### src/sv/assert_macros.svh
// Assertion macros shared by the deque RTL.
`ifndef ASSERT_MACROS_SVH
`define ASSERT_MACROS_SVH

// Antecedent implies consequent in the same cycle.
`define CDQ_ASSERT_SAME(lbl, ante, cons, msg) \
  lbl: assert property (@(posedge clk) disable iff (rst) (ante) |-> (cons)) \
    else $error(msg);

// Antecedent implies consequent in the next cycle.
`define CDQ_ASSERT_NEXT(lbl, ante, cons, msg) \
  lbl: assert property (@(posedge clk) disable iff (rst) (ante) |=> (cons)) \
    else $error(msg);

`endif

### src/sv/cdq_pkg.sv
// Shared types, constants and index helpers for the circular deque.
package cdq_pkg;

  localparam int DEPTH = 128;
  localparam int IDX_W = (DEPTH > 1) ? $clog2(DEPTH) : 1;
  localparam int WORD_W = 32;

  typedef logic [IDX_W-1:0] idx_t;
  typedef logic signed [WORD_W-1:0] word_t;

  typedef enum logic [1:0] {
    CMD_PUSH_FRONT = 2'd0,
    CMD_PUSH_BACK  = 2'd1,
    CMD_POP_FRONT  = 2'd2,
    CMD_POP_BACK   = 2'd3
  } cmd_t;

  typedef enum logic [1:0] {
    STAT_OK    = 2'd0,
    STAT_FULL  = 2'd1,
    STAT_EMPTY = 2'd2
  } status_t;

  typedef enum logic {
    ST_IDLE = 1'b0,
    ST_READ = 1'b1
  } state_t;

  // controller -> datapath
  typedef struct packed {
    logic step;
  } ctl_cmd_t;

  // datapath -> controller
  typedef struct packed {
    logic pop_cmd;
    logic empty;
    logic full;
  } dp_stat_t;

  function automatic idx_t next_idx(idx_t i);
    return (i == idx_t'(DEPTH - 1)) ? '0 : i + idx_t'(1);
  endfunction

  function automatic idx_t prev_idx(idx_t i);
    return (i == '0) ? idx_t'(DEPTH - 1) : i - idx_t'(1);
  endfunction

endpackage

### src/sv/cdq_in_if.sv
// Command channel: valid/ready with command and push word.
interface cdq_in_if;
  logic              valid;
  logic              ready;
  logic [1:0]        cmd;
  logic signed [31:0] value;

  modport source (output valid, output cmd, output value, input ready);
  modport sink (input valid, input cmd, input value, output ready);
endinterface

### src/sv/cdq_out_if.sv
// Result channel: valid/ready with popped word, status and flags.
interface cdq_out_if;
  logic               valid;
  logic               ready;
  logic signed [31:0] popped_value;
  logic [1:0]         status;
  logic               now_empty;
  logic               now_full;

  modport source (output valid, output popped_value, output status,
                  output now_empty, output now_full, input ready);
  modport sink (input valid, input popped_value, input status,
                input now_empty, input now_full, output ready);
endinterface

### src/sv/cdq_ctrl.sv
// Handshake controller: accepts beats, sequences pop reads, owns out valid.
module cdq_ctrl
  import cdq_pkg::*;
(
  input  logic     clk,
  input  logic     rst,
  input  logic     in_valid,
  output logic     in_ready,
  output logic     out_valid,
  input  logic     out_ready,
  input  dp_stat_t stat,
  output ctl_cmd_t ctl
);

  state_t state, state_next;
  logic   out_valid_next;

  always_ff @(posedge clk) begin
    if (rst) begin
      state     <= ST_IDLE;
      out_valid <= 1'b0;
    end else begin
      state     <= state_next;
      out_valid <= out_valid_next;
    end
  end

  always_comb begin
    in_ready       = (state == ST_IDLE) && (!out_valid || out_ready);
    ctl.step       = in_valid && in_ready;
    state_next     = state;
    out_valid_next = out_valid && !out_ready;
    unique case (state)
      ST_IDLE: begin
        if (ctl.step) begin
          if (stat.pop_cmd) begin
            state_next = ST_READ;
          end else begin
            out_valid_next = 1'b1;
          end
        end
      end
      ST_READ: begin
        // read data lands this cycle; result goes out
        state_next     = ST_IDLE;
        out_valid_next = 1'b1;
      end
      default: state_next = ST_IDLE;
    endcase
  end

`include "assert_macros.svh"

  `CDQ_ASSERT_NEXT(a_read_then_result, state == ST_READ, out_valid && state == ST_IDLE, "pop result not presented after read")
  `CDQ_ASSERT_NEXT(a_push_result, ctl.step && !stat.pop_cmd, out_valid && state == ST_IDLE, "push result not presented")
  `CDQ_ASSERT_SAME(a_no_accept_in_read, state == ST_READ, !ctl.step && !out_valid, "beat accepted during read")
  `CDQ_ASSERT_SAME(a_flags_apart, stat.empty, !stat.full, "deque flagged empty and full")

endmodule

### src/sv/cdq_datapath.sv
// Deque datapath: ring memory, front/back indices, empty flag, result register.
module cdq_datapath
  import cdq_pkg::*;
(
  input  logic        clk,
  input  logic        rst,
  input  ctl_cmd_t    ctl,
  input  logic [1:0]  cmd,
  input  word_t       value,
  output dp_stat_t    stat,
  output word_t       popped_value,
  output logic [1:0]  status,
  output logic        now_empty,
  output logic        now_full
);

  word_t   ring_mem [DEPTH];
  word_t   rd_data;

  idx_t    front, back;
  logic    is_empty;
  idx_t    front_next, back_next;
  logic    is_empty_next;
  logic    is_full;

  logic    wr_en, rd_en;
  idx_t    wr_addr, rd_addr;
  status_t res_status, out_status;
  logic    pop_ok, out_pop_ok;
  logic    out_empty, out_full;
  logic    full_next;
  cmd_t    op;

  assign op      = cmd_t'(cmd);
  assign is_full = !is_empty && (next_idx(back) == front);

  assign stat.pop_cmd = (op == CMD_POP_FRONT) || (op == CMD_POP_BACK);
  assign stat.empty   = is_empty;
  assign stat.full    = is_full;

  always_comb begin
    front_next    = front;
    back_next     = back;
    is_empty_next = is_empty;
    wr_en         = 1'b0;
    wr_addr       = '0;
    rd_en         = 1'b0;
    rd_addr       = front;
    res_status    = STAT_OK;
    pop_ok        = 1'b0;
    if (ctl.step) begin
      unique case (op)
        CMD_PUSH_FRONT, CMD_PUSH_BACK: begin
          if (is_full) begin
            res_status = STAT_FULL;
          end else if (is_empty) begin
            front_next    = '0;
            back_next     = '0;
            is_empty_next = 1'b0;
            wr_en         = 1'b1;
            wr_addr       = '0;
          end else if (op == CMD_PUSH_FRONT) begin
            front_next = prev_idx(front);
            wr_en      = 1'b1;
            wr_addr    = prev_idx(front);
          end else begin
            back_next = next_idx(back);
            wr_en     = 1'b1;
            wr_addr   = next_idx(back);
          end
        end
        CMD_POP_FRONT, CMD_POP_BACK: begin
          if (is_empty) begin
            res_status = STAT_EMPTY;
          end else begin
            rd_en   = 1'b1;
            rd_addr = (op == CMD_POP_FRONT) ? front : back;
            pop_ok  = 1'b1;
            if (front == back) begin
              // last word leaves: back to the reset layout
              front_next    = '0;
              back_next     = '0;
              is_empty_next = 1'b1;
            end else if (op == CMD_POP_FRONT) begin
              front_next = next_idx(front);
            end else begin
              back_next = prev_idx(back);
            end
          end
        end
        default: res_status = STAT_OK;
      endcase
    end
  end

  assign full_next = !is_empty_next && (next_idx(back_next) == front_next);

  always_ff @(posedge clk) begin
    if (rst) begin
      front    <= '0;
      back     <= '0;
      is_empty <= 1'b1;
    end else begin
      front    <= front_next;
      back     <= back_next;
      is_empty <= is_empty_next;
    end
  end

  // result fields; loaded on every accepted beat
  always_ff @(posedge clk) begin
    if (ctl.step) begin
      out_status <= res_status;
      out_pop_ok <= pop_ok;
      out_empty  <= is_empty_next;
      out_full   <= full_next;
    end
  end

  always_ff @(posedge clk) begin
    if (wr_en) begin
      ring_mem[wr_addr] <= value;
    end
    if (rd_en) begin
      rd_data <= ring_mem[rd_addr];
    end
  end

  assign popped_value = out_pop_ok ? rd_data : '0;
  assign status       = out_status;
  assign now_empty    = out_empty;
  assign now_full     = out_full;

`include "assert_macros.svh"

  `CDQ_ASSERT_SAME(a_empty_layout, is_empty, front == '0 && back == '0, "empty deque with nonzero index")
  `CDQ_ASSERT_NEXT(a_refused_no_change, ctl.step && res_status != STAT_OK, $stable(front) && $stable(back) && $stable(is_empty), "refused command changed state")
  `CDQ_ASSERT_NEXT(a_pop_ok_status, ctl.step && pop_ok, out_pop_ok && out_status == STAT_OK, "successful pop without ok status")

endmodule

### src/sv/circular_deque_core.sv
// Top level of the circular deque: controller plus datapath on two channels.
// A push, accepted or refused, gives its result beat in the cycle after
// acceptance; every pop, refused ones included, goes through the
// controller's read state first, and no command is taken in that state.
// Throughput: one push per cycle while the result side is ready.
// Synchronous reset empties the deque (indices zero); ring contents are not cleared.
module circular_deque_core
  import cdq_pkg::*;
(
  input  logic  clk,
  input  logic  rst,
  cdq_in_if.sink    cmd_ch,
  cdq_out_if.source res_ch
);

  // control handshake between the two halves
  ctl_cmd_t ctl;
  dp_stat_t stat;

  // controller: decides when a beat is taken and when a result is shown
  cdq_ctrl u_ctrl (
    .clk       (clk),
    .rst       (rst),
    .in_valid  (cmd_ch.valid),
    .in_ready  (cmd_ch.ready),
    .out_valid (res_ch.valid),
    .out_ready (res_ch.ready),
    .stat      (stat),
    .ctl       (ctl)
  );

  // datapath: ring memory, indices and the result register
  cdq_datapath u_dp (
    .clk          (clk),
    .rst          (rst),
    .ctl          (ctl),
    .cmd          (cmd_ch.cmd),
    .value        (cmd_ch.value),
    .stat         (stat),
    .popped_value (res_ch.popped_value),
    .status       (res_ch.status),
    .now_empty    (res_ch.now_empty),
    .now_full     (res_ch.now_full)
  );

endmodule

### src/flat_wrapper.sv
// flat-port wrapper written by rule: the top's interface ports become plain ports
module circular_deque_core_flat import cdq_pkg::*;
  (clk, rst, cmd_ch_valid, cmd_ch_cmd, cmd_ch_value, cmd_ch_ready, res_ch_valid, res_ch_popped_value, res_ch_status, res_ch_now_empty, res_ch_now_full, res_ch_ready);
  cdq_in_if cmd_ch_i ();
  cdq_out_if res_ch_i ();
  input  logic clk;
  input  logic rst;
  input wire logic [$bits(cmd_ch_i.valid)-1:0] cmd_ch_valid;
  input wire logic [$bits(cmd_ch_i.cmd)-1:0] cmd_ch_cmd;
  input wire logic [$bits(cmd_ch_i.value)-1:0] cmd_ch_value;
  output wire logic [$bits(cmd_ch_i.ready)-1:0] cmd_ch_ready;
  output wire logic [$bits(res_ch_i.valid)-1:0] res_ch_valid;
  output wire logic [$bits(res_ch_i.popped_value)-1:0] res_ch_popped_value;
  output wire logic [$bits(res_ch_i.status)-1:0] res_ch_status;
  output wire logic [$bits(res_ch_i.now_empty)-1:0] res_ch_now_empty;
  output wire logic [$bits(res_ch_i.now_full)-1:0] res_ch_now_full;
  input wire logic [$bits(res_ch_i.ready)-1:0] res_ch_ready;
  assign cmd_ch_i.valid = cmd_ch_valid;
  assign cmd_ch_i.cmd = cmd_ch_cmd;
  assign cmd_ch_i.value = cmd_ch_value;
  assign cmd_ch_ready = cmd_ch_i.ready;
  assign res_ch_valid = res_ch_i.valid;
  assign res_ch_popped_value = res_ch_i.popped_value;
  assign res_ch_status = res_ch_i.status;
  assign res_ch_now_empty = res_ch_i.now_empty;
  assign res_ch_now_full = res_ch_i.now_full;
  assign res_ch_i.ready = res_ch_ready;
  circular_deque_core u_core (.clk(clk), .rst(rst), .cmd_ch(cmd_ch_i), .res_ch(res_ch_i));
endmodule
### config.mk
export PLATFORM = sky130hd
export DESIGN_NAME = circular_deque_core_flat
export DESIGN_NICKNAME = d
export VERILOG_FILES = /design/src/sv/cdq_pkg.sv /design/src/sv/cdq_in_if.sv /design/src/sv/cdq_out_if.sv /design/src/sv/cdq_ctrl.sv /design/src/sv/cdq_datapath.sv /design/src/sv/circular_deque_core.sv /design/src/flat_wrapper.sv
export VERILOG_INCLUDE_DIRS = /design/src /design/src/sv
export SDC_FILE = /design/constraint.sdc
export NUM_CORES = 2
export LEC_CHECK = 0
export ABC_AREA = 1
export BUFFER_PORTS_ARGS = -buffer_cell sky130_fd_sc_hd__buf_4
export CORE_AREA = 3 3 656 658
export DETAILED_ROUTE_END_ITERATION = 8
export DIE_AREA = 0 0 659 661
export HOLD_SLACK_MARGIN = 0.15
export PLACE_DENSITY = 0.54
export SLEW_MARGIN = 25
export SYNTH_ARGS = -nofsm -noshare
export SYNTH_HDL_FRONTEND = slang
export SYNTH_HIERARCHICAL = 1
export SYNTH_SLANG_ARGS = --single-unit
export TNS_END_PERCENT = 1
### constraint.sdc
create_clock -name clk -period 13.2 [get_ports clk]
set_input_delay 0.66 -clock clk [delete_from_list [all_inputs] [get_ports clk]]
set_output_delay 0.66 -clock clk [all_outputs]
set_load 0.1 [all_outputs]
==> flow_summary.json <==
{
  "gp_congestion": 0.831,
  "firstDrtPassIters": 6,
  "crit_path_max_fanout": 131,
  "instances_no_fill": 18600,
  "die_w_um": 659,
  "final_max_slew_viol_count": 0,
  "cp.arrival_ps": 9150,
  "vias_per_cell": 5.91,
  "die_y_um": 661,
  "seq_area_um2": 124000,
  "timing.final.ws_setup_ps": 4860,
  "routedWlPerCell_um": 28.9,
  "drt_iter0_drc": 14800,
  "layout-drive-gt1-share": 0.0874,
  "die-area_um2": 436000,
  "ir_drop_mv": 0.123,
  "start_util": 0.390,
  "port_buffers": 75,
  "grt_pass1_vias": 104000,
  "syn_inst": 12600,
  "synthToLayoutAreaGrowth_pct": 12.7,
  "cts_tree": "done",
  "fin_area_um2": 186000,
  "rows": 239,
  "antenna_found_initial": 47,
  "dp_hpwl_mm": 281,
  "mostFrequentLayoutCell": "edfxtp_1",
  "drc": 0,
  "cts_max_level": 5,
  "fin_nets": 12600,
  "synth_nets": 12700,
  "dp_slack_ps": 4630,
  "skew_ps": 79.7,
  "fillerInstances": 37700,
  "rsz0062_at_grt": "no",
  "finalPower_w": 0.0288,
  "worst_pin_slew_ps": 1130,
  "grt_use_total": 0.238,
  "cts_setup_buffers": 0,
  "ys_warn_count": 6,
  "grt_pass1_wl_mm": 756,
  "ios": 76,
  "root_buffer": "clkbuf_16",
  "most-common-layout-cells": "edfxtp_1 (4133), nor2_1 (3434), o21ai_0 (1314), o32ai_1 (815), nand2_1 (494)",
  "core_um2": 424000,
  "clock_sinks": 4150,
  "path_class": "in2reg",
  "fmax_mhz": 120,
  "dpl_cell_area_um2": 173000,
  "critPathCaptureType": "flop",
  "ant_nets": 0,
  "syn_avg_cell_area_um2": 13.1,
  "finalSetupViolCount": 0,
  "clk_latency_ps": 1000,
  "finalCritPeriodShare": 0.632,
  "hold_viol": 0,
  "dp.cells": 17700,
  "vias": 110000,
  "synth_area_um2": 165000,
  "critPathRequiredTime_ps": 14010,
  "grt_overflow_total": 0,
  "worst_setup_path_start_kind": "input port",
  "multi_input_area_um2": 37600,
  "leakagePower_nw": 58.3,
  "maxCapViolCount": 0,
  "grt_max_degree": 215,
  "numCtsBuffers": 428,
  "fin_crit_ps": 8340,
  "clk_pin_slew_ps": 60,
  "wl_mm": 536,
  "ctsLongestPathBuffers": 4,
  "setup-tns-final_ps": 0,
  "hold_path.class": "in2reg",
  "power_density_nw_per_um2": 154,
  "slew_headroom": 0.244,
  "status": "complete, no violations"
}
==> per-layer routing <==
layer / track usage / wire [um] / part of all wire
met1: 0.337 / 224000 / 0.42
met2: 0.373 / 243000 / 0.45
met3: 0.0391 / 47700 / 0.089
met4: 0.0861 / 20600 / 0.038
met5: 0 / 43 / 0.000080
==> through the flow <==
stage	util	hold slack, ps
global route	0.439	194
global placement	0.407	532
floorplan	-	489
CTS	0.439	152
detailed placement	0.407	530
finish	0.439	209
==> registers in the layout, summed over array words and instances, names as in the netlist <==
register	flops
u_core/u_dp/now_full	1
u_core/u_dp/front	7
u_core/u_dp/rd_data	32
u_core/u_ctrl/state	1
u_core/u_ctrl/out_valid	1
u_core/u_dp/back	7
u_core/u_dp/ring_mem	4096
u_core/u_dp/now_empty	1
u_core/u_dp/out_pop_ok	1
u_core/u_dp/status	2
u_core/u_dp/is_empty	1
==> path summary, 6_finish.rpt <==
path	start	cells past startpoint	to	slack [ps]
setup / recovery	res_ch_ready	24	u_core/u_dp/rd_data[23]$_DFFE_PP_	4860
hold reg to reg	u_core/u_ctrl/state$_SDFF_PP0_	3	u_core/u_ctrl/state$_SDFF_PP0_	540
setup reg to reg	u_core/u_ctrl/out_valid$_SDFF_PP0_	21	u_core/u_dp/rd_data[23]$_DFFE_PP_	4900
hold / removal	cmd_ch_value[7]	1	u_core/u_dp/ring_mem[62][7]$_DFFE_PP_	210
==> worst max-delay path, stage by stage <==
cell and delay (ps):
dlygate4sd3_1 520, buf_4 100, inv_1 30, nand2_2 60, nand2_2 70, nor2_2 70, buf_4 290, inv_2 150
nor2_4 120, buf_4 760, nand2_4 360, o21ai_4 790, buf_12 470, buf_4 680, buf_4 820, buf_4 840
o21ai_0 170, o22ai_1 250, o21ai_1 80, o22ai_1 550, nand2_1 210, nand3_1 330, nand3_1 310, nand2_1 140
==> cell type report <==
| type | count | share of cell area |
|---|---|---|
| multi-input combinational | 7449 | 0.202 |
| timing repair buffer | 372 | 0.0170 |
| antenna | 21 | 0.000282 |
| inverter | 116 | 0.00250 |
| clock inverter | 247 | 0.0115 |
| clock buffer | 532 | 0.0604 |
| sequential | 4150 | 0.668 |
| tap | 5663 | 0.0380 |
==> power breakdown <==
| group | leakage (nW) | total (W) | switching [W] | internal (W) |
|---|---|---|---|---|
| sequential | 37.3 | 0.0145 | 0.0000240 | 0.0145 |
| combinational | 14.5 | 0.00253 | 0.00194 | 0.000589 |
| clock | 6.54 | 0.0117 | 0.00504 | 0.00665 |
| total | 58.3 | 0.0288 | 0.00700 | 0.0218 |
==> timing repair <==
item | in CTS | in global routing
hold buffers | 7 | 0
resized for setup | 0 | 0
endpoints found under the hold margin | 56 | 0
Power figures use the tool's default switching activity.
